`src/rtl/lrb_pkg.sv`:
```
// ----------------------------------------------------------------------------
// lrb_pkg
// shared types and constants for the line receive buffer
// ----------------------------------------------------------------------------
package lrb_pkg;

   localparam int BUFFER_DEPTH = 64;
   localparam int ADDR_W       = (BUFFER_DEPTH > 1) ? $clog2(BUFFER_DEPTH) : 1;
   localparam logic [ADDR_W-1:0] LAST_POS = ADDR_W'(BUFFER_DEPTH - 1);

   localparam logic [7:0] CHAR_CR  = 8'h0D;
   localparam logic [7:0] CHAR_LF  = 8'h0A;
   localparam logic [7:0] CHAR_NUL = 8'h00;

   typedef enum logic {
      OP_RECEIVE = 1'b0,
      OP_READ    = 1'b1
   } lrb_opcode_type;

   typedef struct packed {
      lrb_opcode_type opcode;
      logic [7:0]     rx_byte;
   } lrb_item_type;

   typedef struct packed {
      logic [7:0] read_data;
      logic       line_ready;
   } lrb_result_type;

endpackage

```
`src/rtl/lrb_ram.sv`:
```
// ----------------------------------------------------------------------------
// lrb_ram
// generic single write port ram with registered read, read-first on collision
// ----------------------------------------------------------------------------
module lrb_ram #(
   parameter int WIDTH = 8,
   parameter int DEPTH = 64
) (
   input  logic                                      clock,
   input  logic                                      wr_en,
   input  logic [((DEPTH > 1) ? $clog2(DEPTH) : 1)-1:0] wr_addr,
   input  logic [WIDTH-1:0]                          wr_data,
   input  logic [((DEPTH > 1) ? $clog2(DEPTH) : 1)-1:0] rd_addr,
   output logic [WIDTH-1:0]                          rd_data
);

   logic [WIDTH-1:0] mem_ff [DEPTH];
   logic [WIDTH-1:0] rd_data_ff;

   always_ff @(posedge clock) begin
      if (wr_en) begin
         mem_ff[wr_addr] <= wr_data;
      end
      rd_data_ff <= mem_ff[rd_addr];
   end

   assign rd_data = rd_data_ff;

endmodule

```
`src/rtl/lrb_line_ctrl.sv`:
```
// ----------------------------------------------------------------------------
// lrb_line_ctrl
// line state, write and read positions, buffer store with prefetched read byte
// ----------------------------------------------------------------------------
module lrb_line_ctrl import lrb_pkg::*; (
   input  logic           clock,
   input  logic           reset,
   input  logic           fire,
   input  lrb_item_type   item,
   output lrb_result_type result
);

   logic [ADDR_W-1:0]       wp_ff, wp_in;
   logic [ADDR_W-1:0]       rp_ff, rp_in;
   logic                    complete_ff, complete_in;
   logic [BUFFER_DEPTH-1:0] filled_ff;
   logic                    fwd_hit_ff;
   logic [7:0]              fwd_data_ff;
   logic                    wr_en;
   logic [7:0]              wr_data;
   logic [7:0]              ram_q;
   logic [7:0]              cur_byte;
   logic [7:0]              read_data;

   // byte at the read position, with last-cycle write forwarded
   assign cur_byte = fwd_hit_ff        ? fwd_data_ff :
                     filled_ff[rp_ff]  ? ram_q       : CHAR_NUL;

   always_comb begin
      wp_in       = wp_ff;
      rp_in       = rp_ff;
      complete_in = complete_ff;
      wr_en       = 1'b0;
      wr_data     = CHAR_NUL;
      read_data   = CHAR_NUL;
      if (fire) begin
         unique case (item.opcode)
            OP_RECEIVE: begin
               if (!complete_ff) begin
                  wr_en = 1'b1;
                  if (item.rx_byte != CHAR_CR && item.rx_byte != CHAR_LF &&
                      wp_ff != LAST_POS) begin
                     wr_data = item.rx_byte;
                     wp_in   = wp_ff + ADDR_W'(1);
                  end else begin
                     wr_data     = CHAR_NUL;
                     wp_in       = '0;
                     complete_in = 1'b1;
                  end
               end
            end
            OP_READ: begin
               if (rp_ff != LAST_POS) begin
                  read_data = cur_byte;
                  if (cur_byte == CHAR_NUL) begin
                     rp_in       = '0;
                     complete_in = 1'b0;
                  end else begin
                     rp_in = rp_ff + ADDR_W'(1);
                  end
               end else begin
                  rp_in       = '0;
                  complete_in = 1'b0;
               end
            end
         endcase
      end
   end

   assign result.read_data  = read_data;
   assign result.line_ready = complete_in;

   always_ff @(posedge clock) begin
      if (reset) begin
         wp_ff       <= '0;
         rp_ff       <= '0;
         complete_ff <= 1'b0;
         filled_ff   <= '0;
         fwd_hit_ff  <= 1'b0;
      end else begin
         wp_ff       <= wp_in;
         rp_ff       <= rp_in;
         complete_ff <= complete_in;
         fwd_hit_ff  <= wr_en && (wp_ff == rp_in);
         if (wr_en) begin
            filled_ff[wp_ff] <= 1'b1;
         end
      end
   end

   always_ff @(posedge clock) begin
      fwd_data_ff <= wr_data;
   end

   lrb_ram #(
      .WIDTH (8),
      .DEPTH (BUFFER_DEPTH)
   ) u_store (
      .clock   (clock),
      .wr_en   (wr_en),
      .wr_addr (wp_ff),
      .wr_data (wr_data),
      .rd_addr (rp_in),
      .rd_data (ram_q)
   );

endmodule

```
`src/rtl/line_receive_buffer.sv`:
```
// ----------------------------------------------------------------------------
// line_receive_buffer
// assembles received bytes into one text line and reads it back byte by byte
// ----------------------------------------------------------------------------
// usage
//   req channel: req_opcode selects receive (store req_rx_byte) or read
//   (return next line byte). rsp channel: one item per request, carrying
//   rsp_read_data (zero for receive) and rsp_line_ready.
//   each item passes an input register, then the line logic, then a
//   result register, which drives rsp_valid and the other rsp outputs.
//   one item per cycle is sustained while rsp_stall is low; the read byte
//   is prefetched from the store so a read can follow any item directly.
//   reset clears both positions, the complete mark and the per-entry fill
//   flags at once; unfilled entries read as zero, no clearing pass.
//   when rsp_stall is high with a result waiting, the result register holds,
//   the input register fills, and req_stall rises until the result is taken.
// ----------------------------------------------------------------------------
module line_receive_buffer import lrb_pkg::*; (
   input  logic       clock,
   input  logic       reset,
   input  logic       req_valid,
   output logic       req_stall,
   input  logic       req_opcode,
   input  logic [7:0] req_rx_byte,
   output logic       rsp_valid,
   input  logic       rsp_stall,
   output logic [7:0] rsp_read_data,
   output logic       rsp_line_ready
);

   logic           inp_valid_ff;
   lrb_item_type   inp_item_ff;
   logic           out_valid_ff;
   lrb_result_type out_result_ff;
   logic           advance;
   logic           fire;
   logic           accept;
   lrb_result_type result;

   assign advance   = !out_valid_ff || !rsp_stall;
   assign fire      = inp_valid_ff && advance;
   assign req_stall = inp_valid_ff && !advance;
   assign accept    = req_valid && !req_stall;

   always_ff @(posedge clock) begin
      if (reset) begin
         inp_valid_ff <= 1'b0;
         out_valid_ff <= 1'b0;
      end else begin
         if (advance) begin
            out_valid_ff <= inp_valid_ff;
         end
         if (accept) begin
            inp_valid_ff <= 1'b1;
         end else if (fire) begin
            inp_valid_ff <= 1'b0;
         end
      end
   end

   always_ff @(posedge clock) begin
      if (accept) begin
         inp_item_ff.opcode  <= lrb_opcode_type'(req_opcode);
         inp_item_ff.rx_byte <= req_rx_byte;
      end
      if (fire) begin
         out_result_ff <= result;
      end
   end

   lrb_line_ctrl u_line_ctrl (
      .clock  (clock),
      .reset  (reset),
      .fire   (fire),
      .item   (inp_item_ff),
      .result (result)
   );

   assign rsp_valid      = out_valid_ff;
   assign rsp_read_data  = out_result_ff.read_data;
   assign rsp_line_ready = out_result_ff.line_ready;

endmodule

```
`config.mk`:
```
export PLATFORM = sky130hd
export DESIGN_NAME = line_receive_buffer
export DESIGN_NICKNAME = d
export VERILOG_FILES = /design/src/rtl/lrb_pkg.sv /design/src/rtl/lrb_ram.sv /design/src/rtl/lrb_line_ctrl.sv /design/src/rtl/line_receive_buffer.sv
export SDC_FILE = /design/constraint.sdc
export NUM_CORES = 1
export LEC_CHECK = 0
export ABC_AREA = 1
export BUFFER_PORTS_ARGS = -buffer_cell sky130_fd_sc_hd__buf_2
export CAP_MARGIN = 30
export CORE_MARGIN = 2
export CORE_UTILIZATION = 55
export CTS_CLUSTER_SIZE = 24
export DETAILED_ROUTE_END_ITERATION = 6
export PLACE_DENSITY = 0.71
export SLEW_MARGIN = 0
export SYNTH_ARGS = -nofsm -noshare
export SYNTH_HDL_FRONTEND = slang
export SYNTH_HIERARCHICAL = 1
export SYNTH_SLANG_ARGS = --single-unit
export TNS_END_PERCENT = 100
```
`constraint.sdc`:
```
create_clock -name clock -period 19 [get_ports clock]
set_clock_uncertainty 0.1 [all_clocks]
set_input_delay 5.7 -clock clock [delete_from_list [all_inputs] [get_ports clock]]
set_output_delay 5.7 -clock clock [all_outputs]
set_load 0.05 [all_outputs]
```
==> results by group <==
Yosys
  • Post-Syn Instances: approximately 2400
  • Syn_nets: 2445
  • Number of library cell types mapped by synthesis: 34
  • Seq cells post-synth: about 630
  • Yosys top cell by area: edfxtp_1
  • Synth warn: 6
  • Synth top area share: 0.6127
  • Mapped cell area: 25970 sq um
  • Mean Syn Cell Area: 10.69 sq um
  • Synth top area cells: edfxtp_1 61%, nand2_1 11%, nand3_1 9.6%
  • Seq/Total Area, Yosys: 0.6867

Cells and area
  • Design area: 28170 sq um
  • Fin nets: around 2400
  • Share of cells above drive strength 1: 0.07201
  • Post-layout util: 0.6051
  • Area delta synth->final: 8.459%

Routing
  • DR top layer: met4
  • DRT Wirelength: a little over 60000 um
  • Avg WL per Cell: ~20 um
  • DR iter-0 viols: around 2200
  • Met3 wire length: between 5000 and 6000 um
  • Wl on met1: about 25000 um
  • Via density: approximately 6
  • Total iterations of the first detailed-routing run: 6
  • Vias: ~18000
  • Residual DRC: 0
  • Post-DRT Antenna Nets: 0
  • DR WL met2: 29090 um

Critical path
  • Startpoint Class: input port
  • Worst Path Required: approximately 13 ns
  • Top delay family on crit path: buffers and inverters
  • CP max stage delay: roughly 0.25 ns
  • CP arrival: 6.24 ns
  • R2r startpoint: u_line_ctrl/rp_ff[2]$_SDFF_PP0_
  • Worst setup path start: rsp_stall
  • Crit-path cells: buf_2, nand3_2, inv_1, buf_2
  • CP max stage cell: buf_2
  • WP buf/inv: 3
  • Most common cell on crit path: buf_2
  • Worst Path Max Fanout: 3
  • Critical path class: input port to output port
  • Crit end category: output port

Floorplan
  • Die area: about 49000 sq um
  • Chip height: around 220 um
  • Row count: 79
  • Core ar.: 46560 sq um
  • Die X: between 200 and 250 um
  • Starting density of the core: 0.5579
  • Ports: 24

Clock network
  • Clock transition at path regs: around 0.060 ns
  • Clock Latency Late Sink: approximately 0.6 ns
  • H-tree level count: 2
  • Clock tree sinks: 626
  • Total CTS buffers: approximately 60
  • TritonCTS clock tree: built
  • Total setup buffers inserted after CTS: 0
  • Root buffer cell: clkbuf_16
  • Cts hold-fix bufs: 0
  • Clock Tree Buf Depth: 3
  • Post_cts resized: 0

Timing
  • Sum Neg Setup Slack: 0 ns
  • Period utilization: 0.6334
  • Min cycle time layout: around 12 ns
  • # setup viols final: 0
  • Achievable frequency: between 80 and 90 MHz
  • Slew margin rel.: 0.2694
  • Fin. Hold Viols: 0
  • RSZ-0062 raised after global routing: no
  • Tightest Pin Transition: 1.087 ns
  • Pins Over Slew Limit: 0

GRT
  • Vias in the first global route: 17090
  • GRT overflow: 0
  • Initial antenna violation count: 0
  • Largest net degree at the start of global routing: about 120
  • First-pass GRT wire length: 96050 um
  • Total global-route track usage: 0.2507

Run
  • Max_cap viols: 0

Power
  • Peak VDD IR: 0.00008859 V
  • P per Cell Area: between 90 and 100 nW/um^2
  • Leakage dissipation: 10.01 nW

Hold path
  • Worst Hold Class: flip-flop to flip-flop
  • Min-delay src: u_line_ctrl/filled_ff[59]$_SDFFE_PP0P_

Place
  • Routability Congestion: 0.8506
  • PortBufs: 23
  • Final HPWL from detailed placement: ~34000 um
  • Placed inst area: 26240 sq um

Run status
  • Outcome: completed
[worst paths after layout]
| path | end | slack (ns) | depth (start not counted) |
|---|---|---|---|
| max reg2reg | u_line_ctrl/u_store/rd_data[3]$_DFF_P_ | 12.98 | 23 |
| min reg2reg | u_line_ctrl/filled_ff[59]$_SDFFE_PP0P_ | 0.37 | 2 |
| max | req_stall | 6.96 | 4 |
| min | u_line_ctrl/filled_ff[59]$_SDFFE_PP0P_ | 0.37 | 2 |
[cells in the mapped netlist (all sizes together)]
| cell | number |
|---|---|
| nand2 | 794 |
| edfxtp | 530 |
| nand3 | 502 |
| nor2 | 175 |
| buf | 113 |
| dfxtp | 96 |
| a21oi | 75 |
| inv | 53 |
| clkbuf | 27 |
| nor3 | 19 |
| nor4 | 12 |
| nand4 | 10 |
| a21boi | 7 |
| o21ai | 6 |
| clkinv | 3 |
| a211oi | 2 |
| ha | 2 |
| xor2 | 2 |
| o22ai | 1 |
| o31ai | 1 |
[power breakdown]
part | leakage (nW) | switching, mW | internal [mW] | total, mW
combinational | 3.91 | 0.0917 | 0.0301 | 0.122
sequential | 5.13 | 0.00380 | 1.48 | 1.49
clock | 0.968 | 0.495 | 0.666 | 1.16
[worst min-delay path, cell delays in order, from the launching register on]
cell,delay (ns)
dfxtp_1,0.32
a21oi_1,0.04
nor2_1,0.07
[cell families (layout without fill, tap and decap cells)]
family | Yosys count | count (layout) | synth area share
xor+xnor | 2 | 2 | 0.0006745
buf+inv | 196 | 224 | 0.04547
fa+ha+maj | 2 | 2 | 0.0009633
simple gates | 1512 | 1512 | 0.2473
other cells | 0 | 1 | 0
compound gates | 92 | 92 | 0.01888
flops | 626 | 626 | 0.6867
[per-stage QoR]
| step | cells | setup slack [ns] | power [mW] | hold slack [ns] |
|---|---|---|---|---|
| after floorplan | 2430 | 7.062 | 1.612 | 0.3366 |
| after global placement | 2948 | 6.963 | 1.634 | 0.3471 |
| after detailed placement | 2952 | 6.961 | 1.638 | 0.3547 |
| after CTS | 3064 | 6.958 | 2.785 | 0.3682 |
| after global routing | 3065 | 6.928 | 2.856 | 0.3896 |
| final | 3066 | 6.965 | 2.771 | 0.3664 |
[metal layers]
metal  vias up  global-route usage
met5         -                   0
met3       146             0.04515
li1       8353                   -
met4         0             0.08097
met2       846              0.4003
met1      8609              0.3513
[cells in the final DEF (no fill, tap or decap), types with 8 or more instances in the layout]
| cell type | n |
|---|---|
| clkinv_1 | 14 |
| nand2_1 | 786 |
| buf_4 | 29 |
| inv_1 | 49 |
| clkbuf_16 | 62 |
| a21oi_1 | 74 |
| buf_2 | 25 |
| nor4_1 | 11 |
| nand3_1 | 499 |
| clkinv_2 | 21 |
| nand4_1 | 10 |
| dfxtp_1 | 96 |
| nor3_1 | 14 |
| clkbuf_1 | 8 |
| edfxtp_1 | 530 |
| nor2_1 | 169 |
[layout make-up]
class                   count  area (sq um)
clock buffers              75          1650
inverters                  56         220.2
well taps                 607         759.5
multi-input cells        1608          7041
fillers                  3650         18390
diodes                      1         2.502
repair buffers             56         385.4
clock inverters            37         275.3
flip-flops and latches    626         17840
[registers in the layout, summed over array words and instances (netlist names)]
register,cells
u_line_ctrl/u_store/mem_ff,512
u_line_ctrl/filled_ff,64
inp_item_ff,9
rsp_read_data,8
u_line_ctrl/fwd_data_ff,8
u_line_ctrl/u_store/rd_data,8
u_line_ctrl/rp_ff,6
u_line_ctrl/wp_ff,6
inp_valid_ff,1
rsp_line_ready,1
rsp_valid,1
u_line_ctrl/complete_ff,1
u_line_ctrl/fwd_hit_ff,1
No activity file was read; power rests on OpenSTA's default activity.
